[src/rtl/sha256_pkg.sv]
`timescale 1ns / 1ps
package sha256_pkg;

	typedef struct packed {
		logic [7:0] data_byte;
		logic       byte_present;
		logic       end_of_message;
	} in_item_t;

	typedef struct packed {
		logic [31:0] digest_word;
		logic [2:0]  word_index;
		logic        last_word;
	} out_item_t;

	// controller to datapath
	typedef struct packed {
		logic       buf_write;   // write buf_data at buf_addr
		logic [5:0] buf_addr;
		logic [7:0] buf_data;
		logic       count_inc;
		logic       count_clear;
		logic       load;        // load working vars
		logic       round;       // run one round
		logic [5:0] round_idx;
		logic       fold;        // add working vars into hash words
		logic       hash_init;
		logic [2:0] rd_idx;      // digest word select
	} dp_cmd_t;

	typedef struct packed {
		logic [5:0]  pos;        // byte_count mod 64
		logic [63:0] bit_len;    // message length in bits
		logic [31:0] rd_word;
	} dp_stat_t;

	localparam logic [31:0] INIT_HASH [8] = '{
		32'h6A09E667, 32'hBB67AE85, 32'h3C6EF372, 32'hA54FF53A,
		32'h510E527F, 32'h9B05688C, 32'h1F83D9AB, 32'h5BE0CD19
	};

	localparam logic [31:0] ROUND_K [64] = '{
		32'h428A2F98, 32'h71374491, 32'hB5C0FBCF, 32'hE9B5DBA5,
		32'h3956C25B, 32'h59F111F1, 32'h923F82A4, 32'hAB1C5ED5,
		32'hD807AA98, 32'h12835B01, 32'h243185BE, 32'h550C7DC3,
		32'h72BE5D74, 32'h80DEB1FE, 32'h9BDC06A7, 32'hC19BF174,
		32'hE49B69C1, 32'hEFBE4786, 32'h0FC19DC6, 32'h240CA1CC,
		32'h2DE92C6F, 32'h4A7484AA, 32'h5CB0A9DC, 32'h76F988DA,
		32'h983E5152, 32'hA831C66D, 32'hB00327C8, 32'hBF597FC7,
		32'hC6E00BF3, 32'hD5A79147, 32'h06CA6351, 32'h14292967,
		32'h27B70A85, 32'h2E1B2138, 32'h4D2C6DFC, 32'h53380D13,
		32'h650A7354, 32'h766A0ABB, 32'h81C2C92E, 32'h92722C85,
		32'hA2BFE8A1, 32'hA81A664B, 32'hC24B8B70, 32'hC76C51A3,
		32'hD192E819, 32'hD6990624, 32'hF40E3585, 32'h106AA070,
		32'h19A4C116, 32'h1E376C08, 32'h2748774C, 32'h34B0BCB5,
		32'h391C0CB3, 32'h4ED8AA4A, 32'h5B9CCA4F, 32'h682E6FF3,
		32'h748F82EE, 32'h78A5636F, 32'h84C87814, 32'h8CC70208,
		32'h90BEFFFA, 32'hA4506CEB, 32'hBEF9A3F7, 32'hC67178F2
	};

	localparam logic [7:0] PAD_BYTE = 8'h80;
	localparam logic [5:0] LEN_POS  = 6'd56;

endpackage

[src/rtl/sha256_datapath.sv]
`timescale 1ns / 1ps
module sha256_datapath (
	input  logic                 clk,
	input  logic                 arst_n,
	input  sha256_pkg::dp_cmd_t  cmd,
	output sha256_pkg::dp_stat_t stat
);
	import sha256_pkg::*;

	// block bytes land straight in the schedule window, big-endian within a word
	logic [31:0] w_q [16];
	logic [31:0] v_q [8];
	logic [31:0] h_q [8];
	logic [63:0] count_q;

	function automatic logic [31:0] rotr(input logic [31:0] x, input int n);
		rotr = (x >> n) | (x << (32 - n));
	endfunction

	logic [31:0] w_new, w_cur, t1, t2, s0, s1;

	always_comb begin
		s1 = rotr(w_q[14], 17) ^ rotr(w_q[14], 19) ^ (w_q[14] >> 10);
		s0 = rotr(w_q[1], 7) ^ rotr(w_q[1], 18) ^ (w_q[1] >> 3);
		w_new = s1 + w_q[9] + s0 + w_q[0];
		// window rotates W[0..15] in the first 16 rounds, which read the loaded words; from round 16 it holds W[t-16..t-1]
		w_cur = (cmd.round_idx < 6'd16) ? w_q[0] : w_new;
		t1 = v_q[7] + (rotr(v_q[4], 6) ^ rotr(v_q[4], 11) ^ rotr(v_q[4], 25))
			+ ((v_q[4] & v_q[5]) ^ (~v_q[4] & v_q[6])) + ROUND_K[cmd.round_idx] + w_cur;
		t2 = (rotr(v_q[0], 2) ^ rotr(v_q[0], 13) ^ rotr(v_q[0], 22))
			+ ((v_q[0] & v_q[1]) ^ (v_q[0] & v_q[2]) ^ (v_q[1] & v_q[2]));
	end

	always_ff @(posedge clk) begin
		if (cmd.buf_write) begin
			w_q[cmd.buf_addr[5:2]][{~cmd.buf_addr[1:0], 3'b000} +: 8] <= cmd.buf_data;
		end else if (cmd.load) begin
			for (int i = 0; i < 8; i++) begin
				v_q[i] <= h_q[i];
			end
		end else if (cmd.round) begin
			// shift the window every round; from round 16 on, computed words enter it
			if (cmd.round_idx < 6'd16) begin
				for (int i = 0; i < 15; i++) w_q[i] <= w_q[i+1];
				w_q[15] <= w_q[0];
			end else begin
				for (int i = 0; i < 15; i++) w_q[i] <= w_q[i+1];
				w_q[15] <= w_new;
			end
			for (int i = 1; i < 8; i++) begin
				if (i != 4) v_q[i] <= v_q[i-1];
			end
			v_q[4] <= v_q[3] + t1;
			v_q[0] <= t1 + t2;
		end
	end

	always_ff @(posedge clk or negedge arst_n) begin
		if (!arst_n) begin
			for (int i = 0; i < 8; i++) h_q[i] <= INIT_HASH[i];
			count_q <= '0;
		end else begin
			if (cmd.hash_init) begin
				for (int i = 0; i < 8; i++) h_q[i] <= INIT_HASH[i];
			end else if (cmd.fold) begin
				for (int i = 0; i < 8; i++) h_q[i] <= h_q[i] + v_q[i];
			end
			if (cmd.count_clear) begin
				count_q <= '0;
			end else if (cmd.count_inc) begin
				count_q <= count_q + 64'd1;
			end
		end
	end

	assign stat.pos     = count_q[5:0];
	assign stat.bit_len = {count_q[60:0], 3'b000};
	assign stat.rd_word = h_q[cmd.rd_idx];
endmodule

[src/rtl/sha256_controller.sv]
`timescale 1ns / 1ps
module sha256_controller (
	input  logic                  clk,
	input  logic                  arst_n,
	input  sha256_pkg::in_item_t  in_item,
	input  logic                  in_valid,
	output logic                  in_ready,
	output sha256_pkg::out_item_t out_item,
	output logic                  out_valid,
	input  logic                  out_ready,
	input  sha256_pkg::dp_stat_t  stat,
	output sha256_pkg::dp_cmd_t   cmd
);
	import sha256_pkg::*;

	typedef enum logic [6:0] {
		ST_IDLE  = 7'b0000001,
		ST_LOAD  = 7'b0000010,
		ST_ROUND = 7'b0000100,
		ST_FOLD  = 7'b0001000,
		ST_PAD   = 7'b0010000,
		ST_OUT   = 7'b0100000,
		ST_WAIT  = 7'b1000000
	} state_t;

	state_t     state_q, state_d;
	logic [5:0] rnd_q;
	logic [5:0] pad_q;       // next padding byte address
	logic       finish_q;    // message end pending
	logic       len_done_q;  // final block carries the length
	logic       tail_q;      // extra block holding only zeros and the length
	logic [2:0] idx_q;

	logic accept;
	assign in_ready = (state_q == ST_IDLE);
	assign accept   = in_valid && in_ready;

	always_comb begin
		cmd = '0;
		cmd.round_idx = rnd_q;
		cmd.rd_idx    = idx_q;
		state_d = state_q;
		unique case (state_q)
			ST_IDLE: begin
				if (accept) begin
					if (in_item.byte_present) begin
						cmd.buf_write = 1'b1;
						cmd.buf_addr  = stat.pos;
						cmd.buf_data  = in_item.data_byte;
						cmd.count_inc = 1'b1;
					end
					if (in_item.byte_present && stat.pos == 6'd63) begin
						state_d = ST_LOAD;
					end else if (in_item.end_of_message) begin
						state_d = ST_PAD;
					end
				end
			end
			ST_PAD: begin
				cmd.buf_write = 1'b1;
				cmd.buf_addr  = pad_q;
				if (pad_q == stat.pos && !tail_q) begin
					cmd.buf_data = PAD_BYTE;
				end else if (pad_q >= LEN_POS && (stat.pos < LEN_POS || tail_q)) begin
					cmd.buf_data = stat.bit_len[8'd63 - {2'b0, pad_q[2:0], 3'b0} -: 8];
				end else begin
					cmd.buf_data = 8'h00;
				end
				if (pad_q == 6'd63) state_d = ST_LOAD;
			end
			ST_LOAD: begin
				cmd.load = 1'b1;
				state_d  = ST_ROUND;
			end
			ST_ROUND: begin
				cmd.round = 1'b1;
				if (rnd_q == 6'd63) state_d = ST_FOLD;
			end
			ST_FOLD: begin
				cmd.fold = 1'b1;
				if (!finish_q) begin
					state_d = ST_IDLE;
				end else if (len_done_q) begin
					state_d = ST_OUT;
				end else begin
					state_d = ST_PAD;
				end
			end
			ST_OUT: begin
				if (out_ready && idx_q == 3'd7) begin
					cmd.hash_init   = 1'b1;
					cmd.count_clear = 1'b1;
					state_d = ST_IDLE;
				end
			end
			ST_WAIT: state_d = ST_IDLE;
			default: state_d = ST_IDLE;
		endcase
	end

	assign out_valid             = (state_q == ST_OUT);
	assign out_item.digest_word  = stat.rd_word;
	assign out_item.word_index   = idx_q;
	assign out_item.last_word    = (idx_q == 3'd7);

	always_ff @(posedge clk or negedge arst_n) begin
		if (!arst_n) begin
			state_q    <= ST_IDLE;
			rnd_q      <= '0;
			pad_q      <= '0;
			finish_q   <= 1'b0;
			len_done_q <= 1'b0;
			tail_q     <= 1'b0;
			idx_q      <= '0;
		end else begin
			state_q <= state_d;
			if (state_q == ST_IDLE && accept) begin
				finish_q   <= in_item.end_of_message;
				len_done_q <= 1'b0;
				tail_q     <= 1'b0;
				// padding starts at the byte after the last one written
				pad_q <= in_item.byte_present ? stat.pos + 6'd1 : stat.pos;
			end
			if (state_q == ST_PAD) begin
				pad_q <= pad_q + 6'd1;
				// no room for the length after the pad byte: add a further block
				if (pad_q == 6'd63) begin
					if (stat.pos < LEN_POS || tail_q) begin
						len_done_q <= 1'b1;
					end else begin
						tail_q <= 1'b1;
					end
				end
			end
			if (state_q == ST_LOAD) rnd_q <= '0;
			if (state_q == ST_ROUND) rnd_q <= rnd_q + 6'd1;
			if (state_q == ST_FOLD && !finish_q) finish_q <= 1'b0;
			if (state_q == ST_OUT && out_ready) idx_q <= idx_q + 3'd1;
		end
	end
endmodule

[src/rtl/sha256_message_hasher.sv]
`timescale 1ns / 1ps
// SHA-256 hasher, one message byte per input transaction.
// Input channel (in_valid/in_ready, in_item): a transaction with byte_present
//   set adds data_byte to the message; end_of_message closes the message after
//   that transaction's byte, if any. A transaction with neither does nothing.
// Output channel (out_valid/out_ready, out_item): eight transactions per
//   message, digest words 0..7, last_word set on word 7.
// Flow: a byte that does not complete a 64-byte block is written and the
//   hasher is ready for the next byte. A byte completing a block costs a load,
//   64 rounds and a fold, all in the shared round unit; the end of a message
//   adds a padding sweep over the rest of the block and one or two
//   compressions, then the digest words.
// Reset: hash words return to the initial values, byte count clears, the
//   controller goes idle; the block buffer needs no clearing.
// Stalls: the digest waits in the hash registers while out_ready is low;
//   no new input transaction is taken until all eight words have gone.
module sha256_message_hasher (
	input  logic                  clk,
	input  logic                  arst_n,
	input  logic                  in_valid,
	output logic                  in_ready,
	input  sha256_pkg::in_item_t  in_item,
	output logic                  out_valid,
	input  logic                  out_ready,
	output sha256_pkg::out_item_t out_item
);
	import sha256_pkg::*;

	dp_cmd_t  cmd;
	dp_stat_t stat;

	sha256_controller u_ctrl (
		.clk(clk), .arst_n(arst_n),
		.in_item(in_item), .in_valid(in_valid), .in_ready(in_ready),
		.out_item(out_item), .out_valid(out_valid), .out_ready(out_ready),
		.stat(stat), .cmd(cmd)
	);

	sha256_datapath u_dp (
		.clk(clk), .arst_n(arst_n), .cmd(cmd), .stat(stat)
	);
endmodule

[config.mk]
export PLATFORM = sky130hd
export DESIGN_NAME = sha256_message_hasher
export DESIGN_NICKNAME = d
export VERILOG_FILES = /design/src/rtl/sha256_pkg.sv /design/src/rtl/sha256_datapath.sv /design/src/rtl/sha256_controller.sv /design/src/rtl/sha256_message_hasher.sv
export SDC_FILE = /design/constraint.sdc
export NUM_CORES = 2
export LEC_CHECK = 0
export ABC_CLOCK_PERIOD_IN_PS = 13170
export BUFFER_PORTS_ARGS = -buffer_cell sky130_fd_sc_hd__clkbuf_2
export CAP_MARGIN = 20
export CORE_ASPECT_RATIO = 1.5
export CORE_MARGIN = 3
export CORE_UTILIZATION = 30
export CTS_CLUSTER_DIAMETER = 80
export CTS_CLUSTER_SIZE = 12
export DETAILED_ROUTE_END_ITERATION = 7
export GPL_ROUTABILITY_DRIVEN = 0
export MAX_ROUTING_LAYER = met4
export PLACE_DENSITY = 0.43
export SLEW_MARGIN = 20
export SYNTH_ARGS = -nofsm -noshare
export SYNTH_HDL_FRONTEND = slang
export SYNTH_SLANG_ARGS = --single-unit
export TNS_END_PERCENT = 5
[constraint.sdc]
create_clock -name clk -period 13.17 [get_ports clk]
set_input_delay 2.634 -clock clk [delete_from_list [all_inputs] [get_ports clk]]
set_output_delay 2.634 -clock clk [all_outputs]
set_load 0.005 [all_outputs]
==> flow_summary.toml <==
[route]
num_vias = 58180
drtIter0Drc = 3997
drtAntennaViolNets = 0
wl_um = 286700
dr.pass1.iters = 5
via_per_inst = 5.370
wl_per_cell_um = 26.46
drc = 0

[logic_synthesis]
yosys.area.top_type_share_pct = 30.40
syn-num-nets = 8203
synthFlopType = "edfxtp_1"
synth-edff-count = 768
synth_area_per_cell_um2 = 10.01
synth_warnings = 0
syn-cell-area_um2 = 75860
synth_cell_type_count = 103
synth_area_leaders = "edfxtp_1 30%, ha_1 6.8%, dfrtp_1 6.7%"
synth_top_area_cell = "edfxtp_1"
ys_seq_area_share_pct = 41.88
synthArstFlopShare_pct = 30.75
synth.ff_latch_count = 1109
synthCells = 7581

[outcome]
status = "completed"

[floorplanning]
start_util_pct = 30.21
die_w_um = 416.6
die_area_um2 = 259100
rows = 225
chipHeight_um = 621.9
num_io_pins = 52
core_area_um2 = 251100

[clocking]
cts-buffers-inserted = 107
tritoncts = "done"
postCtsSetupBuffers = 0
cts_resized = 0
numClockSinks = 1109
worstSkewPairLatency_ns = 0.79
cts.path.max_buffers = 3
clk_pin_slew_ns = 0.07
cts_hold_buf = 0
root_buffer = "clkbuf_16"
htreeDepth = 3

[finish]
final_cell_mix = "1009 x nand2_1, 768 x edfxtp_1, 642 x a21o_1"
drive_above_1_share_pct = 9.390
layout_commonest_cell = "nand2_1"
synthToLayoutAreaGrowth_pct = 9.401
layout.nets = 8086

[critical_path]
path_common_cell = "fa_1"
cp-end-kind = "flop"
crit_slowest_cell = "o41ai_1"
worst_setup_path_start_kind = "flop"
cp.required_ns = 13.77
worst-path-max-fanout = 5
crit_type = "reg -> reg"
max_stage_delay_ns = 0.63
critPathArrivalTime_ns = 12.27

[global_routing]
grt_max_degree = 182
grtUsageTotal_pct = 22.22
grt_pass1_vias = 59150
grt_overflow_total = 0
grt_antenna_before_repair = 10
grt_first_pass_wirelength_um = 413700

[timing]
grt_setup_unrepaired = "false"
setup_viol = 0
tightest_slew_ns = 1.147
final-hold-violation-count = 0
setup_tns_ns = 0
min_period_ns = 11.67
slew_violations = 0
period_share_pct = 88.61
fmax_ghz = 0.08569
skew_ns = 0.06589
slew-limit-headroom_pct = 23.52

[placed_design]
dp_hpwl_um = 214400
io_buffers = 51

[job]
cap_violations = 0

[hold_path]
hold_path_class = "reg -> reg"
==> flip-flops by register name, summed over array words and instances, names as in the netlist <==
name / cells
u_ctrl.idx_q: 3
u_dp.h_q: 256
u_ctrl.pad_q: 6
u_dp.count_q: 61
u_dp.v_q: 256
u_ctrl.state_q: 6
u_ctrl.finish_q: 1
u_ctrl.len_done_q: 1
u_ctrl.rnd_q: 6
u_dp.w_q: 512
u_ctrl.tail_q: 1
==> logic make-up (layout without fill, tap and decap cells) <==
| kind of cell | Yosys count | after routing | share of synthesized area [%] |
|---|---|---|---|
| compound gates | 2146 | 2146 | 18.14 |
| xor+xnor | 625 | 625 | 7.244 |
| fa+ha+maj | 626 | 626 | 12.22 |
| buf+inv | 805 | 764 | 4.229 |
| flops | 1109 | 1109 | 41.88 |
| mux | 187 | 187 | 4.003 |
| other cells | 0 | 4 | 0 |
| simple gates | 2083 | 2083 | 12.29 |
==> cell type report <==
class	instances	area (um2)
Multi-Input combinational cell	5667	40950
Fill cell	25800	168100
Antenna cell	4	10.01
Sequential cell	1109	31780
Timing Repair Buffer	224	1599
Clock buffer	169	2952
Tap cell	3291	4118
Inverter	355	1340
Clock inverter	16	239.0
==> worst paths after layout <==
check | from | to | depth (start not counted) | slack (ns)
max | u_dp.w_q[14][20]$_DFFE_PP_ | u_dp.v_q[0][31]$_DFFE_PP_ | 44 | 1.50
min | u_dp.w_q[11][3]$_DFFE_PP_ | u_dp.w_q[10][3]$_DFFE_PP_ | 1 | 0.49
max reg2reg | u_dp.w_q[14][20]$_DFFE_PP_ | u_dp.v_q[0][31]$_DFFE_PP_ | 44 | 1.50
min reg2reg | u_dp.w_q[11][3]$_DFFE_PP_ | u_dp.w_q[10][3]$_DFFE_PP_ | 1 | 0.49
max in group asynchronous | arst_n | u_dp.count_q[25]$_DFFE_PN0P_ | 3 | 9.09
min in group asynchronous | arst_n | u_dp.h_q[222]$_DFFE_PN0P_ | 1 | 1.90
==> Yosys cell counts, drive strengths merged (23+ instances only) <==
library cell / number
and3: 49
a21o: 642
inv: 354
nand2b: 65
and2: 23
nand3: 166
ha: 411
dfrtp: 204
nor2b: 46
o22ai: 40
or3: 32
a21oi: 476
mux2: 51
xnor2: 381
nand2: 1010
a31oi: 58
mux4: 88
clkbuf: 344
o31ai: 32
nor3: 134
mux2i: 48
xor2: 243
edfxtp: 768
dfstp: 137
buf: 106
fa: 197
nand4: 45
a211oi: 40
o21bai: 44
nor2: 402
o21a: 52
o21ai: 544
o211ai: 37
==> layer usage <==
metal  part of all wire [%]  track usage (%)
met1                     36            22.97
met2                     53            40.55
met3                    3.3            2.005
met4                    7.6            13.67
met5                      0                -
==> stage by stage <==
step	std cells	util (%)	worst slack (ns)	hold WS (ns)	area (um2)
finish	10840	33.05	1.500	0.4944	82990
global route	10830	33.05	1.010	0.5095	82990
CTS	10830	33.04	1.684	0.5003	82960
detailed placement	10650	31.77	1.716	0.5009	79770
global placement	10640	31.76	1.676	0.4957	79760
floorplan	7581	-	3.757	0.4625	75860
==> worst max-delay path, delay by kind of cell (launching register included) <==
family / cells / cell delay (ns)
AOI/OAI and AO/OA: 15 / 4.17
adders and majority gates: 9 / 3.84
and+or+nand+nor: 10 / 1.39
xor gates and xnor gates: 5 / 1.29
DFF: 1 / 0.49
buffers and inverters: 5 / 0.34
Power is not shown: default switching activity piles up to over one toggle a cycle in this logic, so the estimate is an artifact.
